[src/sv/vohist_pkg.sv]
// Package for the value occurrence histogram: sizes, defaults and the
// command and result records passed between the front, the queues and the back.
// Depends on nothing.
package vohist_pkg;

  localparam int BINS_DEF       = 64;
  localparam int COUNT_BITS_DEF = 16;
  localparam int QUEUE_DEPTH    = 4;

  localparam int SAMPLE_W  = 16;
  localparam int IDX_OUT_W = 6;
  localparam int CNT_OUT_W = 16;

  // One unit of work for the back end: an optional bin increment, then an
  // optional readout from bin zero up to top.
  typedef struct packed {
    logic                 inc;
    logic [IDX_OUT_W-1:0] bin;
    logic                 rdout;
    logic [IDX_OUT_W-1:0] top;
  } cmd_t;

  typedef struct packed {
    logic [IDX_OUT_W-1:0] idx;
    logic [CNT_OUT_W-1:0] cnt;
    logic                 last;
  } res_t;

endpackage

[src/sv/vohist_fifo.sv]
// Small first-in first-out queue of records of any packed type.
// Depends on nothing; used for both the command and the result queue.
module vohist_fifo #(
  parameter type T     = logic,
  parameter int  DEPTH = 4
) (
  input  logic clk,
  input  logic rst_n,
  input  logic push,
  input  T     din,
  output logic full,
  input  logic pop,
  output T     dout,
  output logic empty
);

  localparam int PTR_W = (DEPTH > 1) ? $clog2(DEPTH) : 1;
  localparam int CNT_W = $clog2(DEPTH + 1);

  T                 slot_r [DEPTH];
  logic [PTR_W-1:0] wr_ptr_r, wr_ptr_nxt;
  logic [PTR_W-1:0] rd_ptr_r, rd_ptr_nxt;
  logic [CNT_W-1:0] cnt_r, cnt_nxt;
  logic             do_push, do_pop;

  assign full    = (cnt_r == CNT_W'(DEPTH));
  assign empty   = (cnt_r == '0);
  assign do_push = push && !full;
  assign do_pop  = pop && !empty;
  assign dout    = slot_r[rd_ptr_r];

  always_comb begin
    wr_ptr_nxt = wr_ptr_r;
    rd_ptr_nxt = rd_ptr_r;
    cnt_nxt    = cnt_r;
    if (do_push) begin
      wr_ptr_nxt = (wr_ptr_r == PTR_W'(DEPTH - 1)) ? '0 : wr_ptr_r + 1'b1;
    end
    if (do_pop) begin
      rd_ptr_nxt = (rd_ptr_r == PTR_W'(DEPTH - 1)) ? '0 : rd_ptr_r + 1'b1;
    end
    if (do_push && !do_pop) begin
      cnt_nxt = cnt_r + 1'b1;
    end else if (do_pop && !do_push) begin
      cnt_nxt = cnt_r - 1'b1;
    end
  end

  always_ff @(posedge clk) begin
    if (!rst_n) begin
      wr_ptr_r <= '0;
      rd_ptr_r <= '0;
      cnt_r    <= '0;
    end else begin
      wr_ptr_r <= wr_ptr_nxt;
      rd_ptr_r <= rd_ptr_nxt;
      cnt_r    <= cnt_nxt;
    end
  end

  always_ff @(posedge clk) begin
    if (do_push) begin
      slot_r[wr_ptr_r] <= din;
    end
  end

endmodule

[src/sv/vohist_front.sv]
// Front end: accepts samples, decides whether each one is counted, tracks the
// largest sample of the set and turns the final sample into a readout command.
// Depends on vohist_pkg.
module vohist_front #(
  parameter int BINS = vohist_pkg::BINS_DEF
) (
  input  logic                                  clk,
  input  logic                                  rst_n,
  input  logic                                  push,
  output logic                                  full,
  input  logic signed [vohist_pkg::SAMPLE_W-1:0] sample,
  input  logic                                  final_item,
  output logic                                  cq_push,
  output vohist_pkg::cmd_t                      cq_cmd,
  input  logic                                  cq_full
);
  import vohist_pkg::*;

  logic                       accept;
  logic                       in_range;
  logic                       any_seen_r, any_seen_nxt;
  logic signed [SAMPLE_W-1:0] largest_r, largest_nxt;
  logic signed [SAMPLE_W-1:0] largest_upd;

  assign full   = cq_full;
  assign accept = push && !cq_full;

  // Only samples in 0..BINS-1 land in a bin.
  assign in_range = !sample[SAMPLE_W-1] &&
                    (sample[SAMPLE_W-2:0] < (SAMPLE_W-1)'(BINS));

  // Largest value including the current sample.
  assign largest_upd = (!any_seen_r || (sample > largest_r)) ? sample : largest_r;

  always_comb begin
    cq_cmd.inc   = in_range;
    cq_cmd.bin   = sample[IDX_OUT_W-1:0];
    cq_cmd.rdout = final_item && !largest_upd[SAMPLE_W-1];
    if (largest_upd[SAMPLE_W-2:0] > (SAMPLE_W-1)'(BINS - 1)) begin
      cq_cmd.top = IDX_OUT_W'(BINS - 1);
    end else begin
      cq_cmd.top = largest_upd[IDX_OUT_W-1:0];
    end
  end

  // A sample that neither counts nor starts readout needs no command.
  assign cq_push = accept && (cq_cmd.inc || cq_cmd.rdout);

  always_comb begin
    any_seen_nxt = any_seen_r;
    largest_nxt  = largest_r;
    if (accept) begin
      if (final_item) begin
        any_seen_nxt = 1'b0;
        largest_nxt  = '0;
      end else begin
        any_seen_nxt = 1'b1;
        largest_nxt  = largest_upd;
      end
    end
  end

  always_ff @(posedge clk) begin
    if (!rst_n) begin
      any_seen_r <= 1'b0;
      largest_r  <= '0;
    end else begin
      any_seen_r <= any_seen_nxt;
      largest_r  <= largest_nxt;
    end
  end

endmodule

[src/sv/vohist_back.sv]
// Back end: holds the bin counts in a memory with per-bin valid bits, performs
// saturating increments and walks the bins on readout, clearing them as it goes.
// Depends on vohist_pkg.
module vohist_back #(
  parameter int BINS       = vohist_pkg::BINS_DEF,
  parameter int COUNT_BITS = vohist_pkg::COUNT_BITS_DEF
) (
  input  logic             clk,
  input  logic             rst_n,
  input  logic             cq_empty,
  input  vohist_pkg::cmd_t cq_cmd,
  output logic             cq_pop,
  input  logic             rq_full,
  output logic             rq_push,
  output vohist_pkg::res_t rq_res
);
  import vohist_pkg::*;

  localparam int IDX_W = $clog2(BINS);

  typedef enum logic [4:0] {
    B_IDLE   = 5'b00001,
    B_INC_RD = 5'b00010,
    B_INC_WR = 5'b00100,
    B_OUT_RD = 5'b01000,
    B_OUT_WR = 5'b10000
  } bstate_t;

  bstate_t               state_r, state_nxt;
  cmd_t                  cmd_r, cmd_nxt;
  logic [IDX_W-1:0]      v_r, v_nxt;

  logic [COUNT_BITS-1:0] cnt_mem [BINS];
  logic [BINS-1:0]       bin_vld_r, bin_vld_nxt;
  logic [COUNT_BITS-1:0] rd_data_r;
  logic                  rd_vld_r;

  logic                  rd_en, wr_en;
  logic [IDX_W-1:0]      rd_addr, wr_addr;
  logic [COUNT_BITS-1:0] wr_data;
  logic [COUNT_BITS-1:0] cur;
  logic [CNT_OUT_W-1:0]  cnt_clip;
  logic                  at_top;

  // A bin that has not been written since reset or readout reads as zero.
  assign cur    = rd_vld_r ? rd_data_r : '0;
  assign at_top = (v_r == cmd_r.top[IDX_W-1:0]);

  generate
    if (COUNT_BITS > CNT_OUT_W) begin : g_clip
      assign cnt_clip = (|cur[COUNT_BITS-1:CNT_OUT_W]) ? '1 : cur[CNT_OUT_W-1:0];
    end else begin : g_ext
      assign cnt_clip = CNT_OUT_W'(cur);
    end
  endgenerate

  always_comb begin
    state_nxt   = state_r;
    cmd_nxt     = cmd_r;
    v_nxt       = v_r;
    bin_vld_nxt = bin_vld_r;
    cq_pop      = 1'b0;
    rq_push     = 1'b0;
    rd_en       = 1'b0;
    rd_addr     = cmd_r.bin[IDX_W-1:0];
    wr_en       = 1'b0;
    wr_addr     = cmd_r.bin[IDX_W-1:0];
    wr_data     = (cur == '1) ? cur : cur + 1'b1;
    rq_res.idx  = IDX_OUT_W'(v_r);
    rq_res.cnt  = cnt_clip;
    rq_res.last = at_top;
    case (state_r)
      B_IDLE: begin
        if (!cq_empty) begin
          cq_pop  = 1'b1;
          cmd_nxt = cq_cmd;
          v_nxt   = '0;
          if (cq_cmd.inc) begin
            state_nxt = B_INC_RD;
          end else if (cq_cmd.rdout) begin
            state_nxt = B_OUT_RD;
          end
        end
      end
      B_INC_RD: begin
        rd_en     = 1'b1;
        state_nxt = B_INC_WR;
      end
      B_INC_WR: begin
        wr_en                              = 1'b1;
        bin_vld_nxt[cmd_r.bin[IDX_W-1:0]] = 1'b1;
        state_nxt = cmd_r.rdout ? B_OUT_RD : B_IDLE;
      end
      B_OUT_RD: begin
        rd_en     = 1'b1;
        rd_addr   = v_r;
        state_nxt = B_OUT_WR;
      end
      B_OUT_WR: begin
        if (!rq_full) begin
          rq_push          = 1'b1;
          bin_vld_nxt[v_r] = 1'b0;
          if (at_top) begin
            state_nxt = B_IDLE;
          end else begin
            v_nxt     = v_r + 1'b1;
            state_nxt = B_OUT_RD;
          end
        end
      end
      default: begin
        state_nxt = B_IDLE;
      end
    endcase
  end

  always_ff @(posedge clk) begin
    if (!rst_n) begin
      state_r   <= B_IDLE;
      bin_vld_r <= '0;
    end else begin
      state_r   <= state_nxt;
      bin_vld_r <= bin_vld_nxt;
    end
  end

  always_ff @(posedge clk) begin
    cmd_r <= cmd_nxt;
    v_r   <= v_nxt;
  end

  always_ff @(posedge clk) begin
    if (wr_en) begin
      cnt_mem[wr_addr] <= wr_data;
    end
    if (rd_en) begin
      rd_data_r <= cnt_mem[rd_addr];
      rd_vld_r  <= bin_vld_r[rd_addr];
    end
  end

endmodule

[src/sv/value_occurrence_histogram.sv]
// Value occurrence histogram: the counting phase of a counting sort.
// Top level joining the front end, the command queue, the back end and the
// result queue. Depends on vohist_pkg, vohist_fifo, vohist_front, vohist_back.
//
// Samples are pushed one per request; each one in 0..BINS-1 adds one to its
// bin, saturating at the top of the count width, and the largest sample of the
// set is tracked. The request that carries final_item starts a readout: one
// result per value from zero up to the smaller of the largest sample and
// BINS-1, in ascending order, with final_bin set on the last. If every sample
// of the set was negative, the set produces no results. The bins and the
// largest value are then clear for the next set. The front end takes a sample
// every cycle while the four-entry command queue has room; the back end handles
// each counted sample in order by taking the command from the queue, a
// registered memory read, then the write of the incremented count, and each
// readout result by a registered memory read, then its push into the result
// queue. Samples outside the bin range cost the back end nothing unless they
// end the set. Results wait in a four-entry queue, and the back end stalls
// only while that queue is full. After reset all bins read as zero at once:
// each bin has a valid bit that reset clears, so there is no clearing pass.
module value_occurrence_histogram #(
  parameter int BINS       = vohist_pkg::BINS_DEF,
  parameter int COUNT_BITS = vohist_pkg::COUNT_BITS_DEF
) (
  input  logic                                   clk,
  input  logic                                   rst_n,
  input  logic                                   push,
  output logic                                   full,
  input  logic signed [vohist_pkg::SAMPLE_W-1:0]  in_sample,
  input  logic                                   in_final_item,
  output logic                                   empty,
  input  logic                                   pop,
  output logic        [vohist_pkg::IDX_OUT_W-1:0] out_bin_index,
  output logic        [vohist_pkg::CNT_OUT_W-1:0] out_bin_count,
  output logic                                   out_final_bin
);
  import vohist_pkg::*;

  // Command queue between the front and the back end.
  logic cq_push, cq_full, cq_pop, cq_empty;
  cmd_t cq_wr_cmd, cq_rd_cmd;

  // Result queue between the back end and the output ports.
  logic rq_push, rq_full;
  res_t rq_wr_res, rq_head;

  vohist_front #(
    .BINS(BINS)
  ) u_front (
    .clk       (clk),
    .rst_n     (rst_n),
    .push      (push),
    .full      (full),
    .sample    (in_sample),
    .final_item(in_final_item),
    .cq_push   (cq_push),
    .cq_cmd    (cq_wr_cmd),
    .cq_full   (cq_full)
  );

  vohist_fifo #(
    .T    (cmd_t),
    .DEPTH(QUEUE_DEPTH)
  ) u_cmd_q (
    .clk  (clk),
    .rst_n(rst_n),
    .push (cq_push),
    .din  (cq_wr_cmd),
    .full (cq_full),
    .pop  (cq_pop),
    .dout (cq_rd_cmd),
    .empty(cq_empty)
  );

  vohist_back #(
    .BINS      (BINS),
    .COUNT_BITS(COUNT_BITS)
  ) u_back (
    .clk     (clk),
    .rst_n   (rst_n),
    .cq_empty(cq_empty),
    .cq_cmd  (cq_rd_cmd),
    .cq_pop  (cq_pop),
    .rq_full (rq_full),
    .rq_push (rq_push),
    .rq_res  (rq_wr_res)
  );

  vohist_fifo #(
    .T    (res_t),
    .DEPTH(QUEUE_DEPTH)
  ) u_res_q (
    .clk  (clk),
    .rst_n(rst_n),
    .push (rq_push),
    .din  (rq_wr_res),
    .full (rq_full),
    .pop  (pop),
    .dout (rq_head),
    .empty(empty)
  );

  // The oldest waiting result drives the output fields.
  assign out_bin_index = rq_head.idx;
  assign out_bin_count = rq_head.cnt;
  assign out_final_bin = rq_head.last;

endmodule

[config.mk]
export PLATFORM = sky130hd
export DESIGN_NAME = value_occurrence_histogram
export DESIGN_NICKNAME = d
export VERILOG_FILES = /design/src/sv/vohist_pkg.sv /design/src/sv/vohist_fifo.sv /design/src/sv/vohist_front.sv /design/src/sv/vohist_back.sv /design/src/sv/value_occurrence_histogram.sv
export SDC_FILE = /design/constraint.sdc
export NUM_CORES = 2
export LEC_CHECK = 0
export BUFFER_PORTS_ARGS = -buffer_cell sky130_fd_sc_hd__buf_4
export CAP_MARGIN = 15
export CORE_ASPECT_RATIO = 2
export CORE_MARGIN = 2
export CORE_UTILIZATION = 30
export CTS_CLUSTER_SIZE = 25
export DETAILED_ROUTE_END_ITERATION = 10
export PLACE_DENSITY = 0.55
export SLEW_MARGIN = 20
export SYNTH_ARGS = -nofsm -noshare
export SYNTH_HDL_FRONTEND = slang
export SYNTH_SLANG_ARGS = --single-unit
[constraint.sdc]
create_clock -name clk -period 6.7 [get_ports clk]
set_input_delay 0 -clock clk [delete_from_list [all_inputs] [get_ports clk]]
set_output_delay 0 -clock clk [all_outputs]
set_load 0.005 [all_outputs]
# ---- Yosys cells after proc, flatten, opt, wreduce, memory -nomap -nowiden
# Memories as Yosys holds them, arrays and structs flattened. A register that Yosys moved wholly into a read port is not among the register bits.
# Index checks and enable logic that the tools add are counted.
dict set report totals {
  reg_bits 120
  ramBits 1172
  in_bits 21
  out_inout_bits 25
  elab_cells 145
  memories 3
}
dict set report classes {
  add_sub_neg 10
  n_lt_le_gt_ge 8
  eq_ne 17
  mux 50
  bitwise 4
  n_reduce_logical 38
}
# name depth width rd rd_ports_with_merged_regs write_ports line_no
set memory_table {}
lappend memory_table {u_back.cnt_mem 64 16 1 1 1 vohist_back.sv:33} ;# logic [COUNT_BITS-1:0] cnt_mem [BINS];
lappend memory_table {u_res_q.slot_r 4 23 1 1 1 vohist_fifo.sv:20} ;# T slot_r [DEPTH];
lappend memory_table {u_cmd_q.slot_r 4 14 1 1 1 vohist_fifo.sv:20}
# operator count
set op_table {}
lappend op_table {{$pmux 64 s2} 1}
lappend op_table {{$and 64x64->64} 1}
lappend op_table {{$mux 16} 4}
lappend op_table {{$mux 64} 1}
lappend op_table {{$not 64->64} 1}
lappend op_table {{$or 64x64->64} 1}
lappend op_table {{$mux 6} 5}
lappend op_table {{$pmux 5 s5} 1}
lappend op_table {{$lt 6x7->1 const B} 3}
lappend op_table {{$mux 5} 4}
lappend op_table {{$add 16x1->16 const B} 1}
lappend op_table {{$eq 16x16->1 const B} 1}
lappend op_table {{$gt 16x16->1} 1}
lappend op_table {{$mux 1} 16}
lappend op_table {{$mux 2} 8}
lappend op_table {{$gt 15x6->1 const B} 1}
lappend op_table {{$lt 15x7->1 const B} 1}
lappend op_table {{$logic_and 1x1->1} 14}
lappend op_table {{$demux 1 s6} 2}
lappend op_table {{$ge 6x1->1 const B} 2}
lappend op_table {{$mux 3} 4}
lappend op_table {{$pmux 6 s2} 1}
lappend op_table {{$logic_not 1->1} 11}
lappend op_table {{$add 2x1->2 const B} 4}
lappend op_table {{23 further kinds} 38}

# ---- Logic depth before layout (Yosys ltp)
dict set report logic_depth {
  word_depth 12
  depth_mapped 15
  ltp_nobuf 14
}

# ---- By module
# Synthesis repeated with hierarchy kept, for this count alone.
dict set report unflattened {
  cells_unflattened 3869
  area_unflattened_um2 54399.7
}
# mod instances cells_each area_each_um2 seq_area_each_um2
set modules_own_cells {}
lappend modules_own_cells {vohist_back 1 3377 46598.4 33211.9}
lappend modules_own_cells {{vohist_fifo at u_res_q} 1 171 3827.4 2942.8}
lappend modules_own_cells {{vohist_fifo at u_cmd_q} 1 124 2514.9 1861.8}
lappend modules_own_cells {vohist_front 1 197 1458.9 340.3}

# ---- Least setup slack after synthesis
# No wires, ideal clock.
dict set report synth_path {
  kind {reg-to-reg}
  from {reg u_back.rd_vld_r}
  to {mem u_back.cnt_mem[0][9] (netlist bit), data pin}
  setup_ns 0.721
  t_arrival_ns 4.450
  required_ns 5.979
  setup_slack_ns 1.530
  stages_incl_launch_ff 10
  path_buffers 1
  synth_period_minus_slack_ns 5.170
  path_cell_list {edfxtp_1 -> clkbuf_1 -> and2_0 -> ha_1 -> nand3_1 -> nor3_1 -> nand4_1 -> and4_1 -> nand4_1 -> o31ai_1}
}
# element line_no
set synth_rtl {}
lappend synth_rtl {{start: declaration} vohist_back.sv:36} ;# logic rd_vld_r;
lappend synth_rtl {{start signal: assignment} vohist_back.sv:138} ;# rd_vld_r <= bin_vld_r[rd_addr];
lappend synth_rtl {{end: declaration} vohist_back.sv:33}

# ---- Worst setup path after layout
dict set report layout_path {
  from {reg u_back.state_r[3]}
  to {reg u_back.rd_data_r[14] (read register of u_back.cnt_mem), data pin}
}
dict set report layout_between {
  elab_chain_len 3
  elab_cells_between_ends 5
  cone_classes {eq/ne: 2; mux: 2; reduce/logical: 1}
}
# element line_no
set layout_rtl {}
lappend layout_rtl {{start: declaration} vohist_back.sv:29} ;# bstate_t state_r, state_nxt;
lappend layout_rtl {{start signal: assignment} vohist_back.sv:122} ;# state_r <= state_nxt;
lappend layout_rtl {{$eq 5x2->1 or $eq 5x4->1 (tied branches)} vohist_back.sv:72} ;# case (state_r)
lappend layout_rtl {{$reduce_or 2->1 (no source line)} --}
lappend layout_rtl {{$mux 1} vohist_back.sv:72}
lappend layout_rtl {{end: declaration} vohist_back.sv:35} ;# logic [COUNT_BITS-1:0] rd_data_r;
# Parallel ways exist; a longest one is shown, timed or not.
# A chain may end at the register's enable or synchronous reset.

==> flow_metrics.tcl <==
set metrics [dict create \
    antenna_found_initial 15 \
    period_share_pct 72.5 \
    fin_area_sq_mm 0.0608 \
    swShare_pct 36.2 \
    synth_nets 3542 \
    final_core_util_pct 34.6 \
    status "completed" \
    critical_path_class "flop to flop" \
    ys_warn_count 0 \
    fp.dieW_microns 301 \
    grt_pass1_vias 32500 \
    nets 3621 \
    hold_path_startpoint "in_sample[2]" \
    seq_power_share_pct 40.5 \
    startpoint "u_back.state_r[3]" \
    synth_seq_area_share_pct 72.4 \
    start_util_pct 30.1 \
    maxSlewHeadroom_pct 7.11 \
    synth_top_area_share_pct 68.5 \
    ios 46 \
    cts_sinks 1312 \
    gr-total-overflow 0 \
    p_int_mw 15.3 \
    synth_area_leaders "edfxtp_1 68%, dfxtp_1 3.9%, mux2i_1 3.7%" \
    end_kind "flop" \
    cts_buffers 104 \
    clk_latency_ps 740 \
    yosysTopAreaCell "edfxtp_1" \
    combPwrFrac_pct 32.5 \
    io_buffers 45 \
    hold_viol 0 \
    synth_flop_cell "edfxtp_1" \
    clk_pin_slew_ps 70 \
    rsz0062_at_grt "no" \
    core_sq_mm 0.176 \
    clock_path_buffers 3 \
    die-area_sq_mm 0.180 \
    syn_area_per_cell_sq_um 15.2 \
    drt-initial-drc-count 3131 \
    avgRoutedWirePerCell_microns 27.8 \
    drive_gt1_share_pct 15.4 \
    regArea_sq_mm 0.0384 \
    yosysUniqueCellTypes 68 \
    met3_usage_pct 2.13 \
    synth_common_cells "1208 x edfxtp_1, 258 x nand2_1, 195 x mux2i_1" \
    r2r_cells 8 \
    power.density_mw_per_mm2 394 \
    ys_ff_latch 1312 \
    synthArstFlopShare_pct 0 \
    synth_most_common_cell "edfxtp_1" \
    gp_congestion 0.934 \
    fmax_ghz 0.206 \
    syn_inst 3489 \
    clock-root-buffer "clkbuf_16" \
    dp_hpwl_mm 103 \
    nFillCells 16800 \
    dpl-instance-area_sq_mm 0.0568 \
    ant_nets 0 \
    route.detailed.drc 0 \
    fin_worst_skew_ps 53.6 \
    die_y_microns 598 \
    grt_max_degree 171 \
    cts_setup_buffers 0 \
    setup_tns_ps 0 \
    startpoint_type "flop" \
    met1_usage_pct 18.8 \
    place_inst 5737 \
    power.total_mw 23.9 \
    rows 218 \
    vias 32400 \
    clock_power_share_pct 27.0 \
    reg2reg_slack_ps 1840 \
    required_ps 7170 \
    syn_area_sq_mm 0.0530 \
    drv.max_cap_violation_count 0 \
    hp-class "input pin to flop" \
    crit_arrival_ps 5320 \
    wl_mm 168 \
    instances_no_fill 6026 \
    busiest_layer "met2" \
    crit_fanout 90 \
    worstMarginPinSlew_ps 1380 \
    r2r_start "u_back.state_r[3]" \
    leakagePower_nw 19.9 \
    ir_drop_mv 0.373 \
    vias_per_cell 5.38 \
    hold_depth 3 \
    area_delta_synth_final_pct 14.8 \
    grt_usage_pct 18.3 \
    dr.pass1.iters 6 \
    cts_tree "done" \
    layout_min_cycle_time_ps 4860 \
    maxSlewViolCount 0 \
    synth-edff-count 1208 \
    p_sw_mw 8.66 \
    met2_usage_pct 34.3 \
    cts_max_level 3 \
    grt_pass1_wl_mm 237 \
    finalSetupViolCount 0 \
    multi_input_area_sq_mm 0.0140 \
]
==> stage by stage <==
stage / hold WS [ps] / worst slack (ps)
after detailed placement: 239 / 2000
after CTS: 4.92 / 1970
after global placement: 225 / 2020
final: 47.4 / 1840
after floorplan: 95.6 / 1530
after global routing: 42.8 / 1740
==> metal layers <==
layer	share of wire, %	up-vias
li1	-	14000
met1	34	16900
met2	54	1121
met3	4.7	382
met4	7.3	2
met5	0.0048	-
==> power by group through the flow <==
| stage | sequential [mW] | combinational (mW) | clock (mW) |
|---|---|---|---|
| after floorplan | 9.63 | 4.58 | 0 |
| after global placement | 9.87 | 7.62 | 0 |
| after detailed placement | 9.88 | 7.68 | 0 |
| after CTS | 9.70 | 7.71 | 6.56 |
| after global routing | 9.72 | 8.09 | 6.85 |
| final | 9.70 | 7.78 | 6.46 |
==> state kept, by name, indices dropped and copies added (netlist names), 7 cells and up, named ones only <==
name / count
u_back.bin_vld_r: 64
u_back.cmd_r: 7
u_back.rd_data_r: 16
u_back.cnt_mem: 1024
u_front.largest_r: 16
u_res_q.slot_r: 92
u_cmd_q.slot_r: 56
==> path summary, 6_finish.rpt <==
kind,endpoint
min reg2reg,u_front.largest_r[3]
max,u_back.rd_data_r[14]
max reg2reg,u_back.rd_data_r[14]
min,u_front.largest_r[2]
==> layout by cell type, fill, tap and decap left out, drive strengths merged, types with 22 or more instances in the layout <==
cell	instances
edfxtp	1208
nand2	260
mux2i	196
and3	182
buf	179
a211oi	155
o21ai	151
nand3	147
clkbuf	127
nor2	125
dfxtp	104
a31oi	70
diode	69
a31o	68
a221o	52
a21oi	42
inv	39
mux4	37
a22o	35
dlygate4sd3	35
a221oi	34
o22ai	32
clkinv	32
ha	30
nand4	28
nor4	24
mux2	22
==> worst max-delay path, stage by stage (launching register included) <==
cell     delay (ps)
dfxtp_1         480
nor4b_4         670
nand3_4         580
nand2_8         800
buf_4           710
mux2_2          400
o21ai_0         190
o22ai_1         100
or4_1           500
==> cell type report <==
| cell class | count | share of cell area (%) |
|---|---|---|
| Tap cell | 2310 | 4.75 |
| Clock inverter | 58 | 1.30 |
| Clock buffer | 127 | 4.50 |
| Timing Repair Buffer | 214 | 2.90 |
| Multi-Input combinational cell | 1900 | 23.0 |
| Inverter | 36 | 0.222 |
| Sequential cell | 1312 | 63.1 |
| Antenna cell | 69 | 0.284 |
==> kinds of logic (layout without fill, tap and decap cells) <==
logic type / count (synthesis) / after routing / synth area share [%]
simple gates: 865 / 865 / 8.20
buf+inv: 277 / 435 / 2.28
other cells: 0 / 69 / 0
mux: 255 / 255 / 5.80
flops: 1312 / 1312 / 72.4
fa+ha+maj: 32 / 32 / 0.784
compound gates: 721 / 721 / 10.1
xor+xnor: 27 / 27 / 0.447
==> what timing repair did <==
action,in CTS,in global routing
gates resized for setup,0,0
endpoints found under the hold margin,134,0
hold buffers,35,0
(Power assumes the default switching activity.)
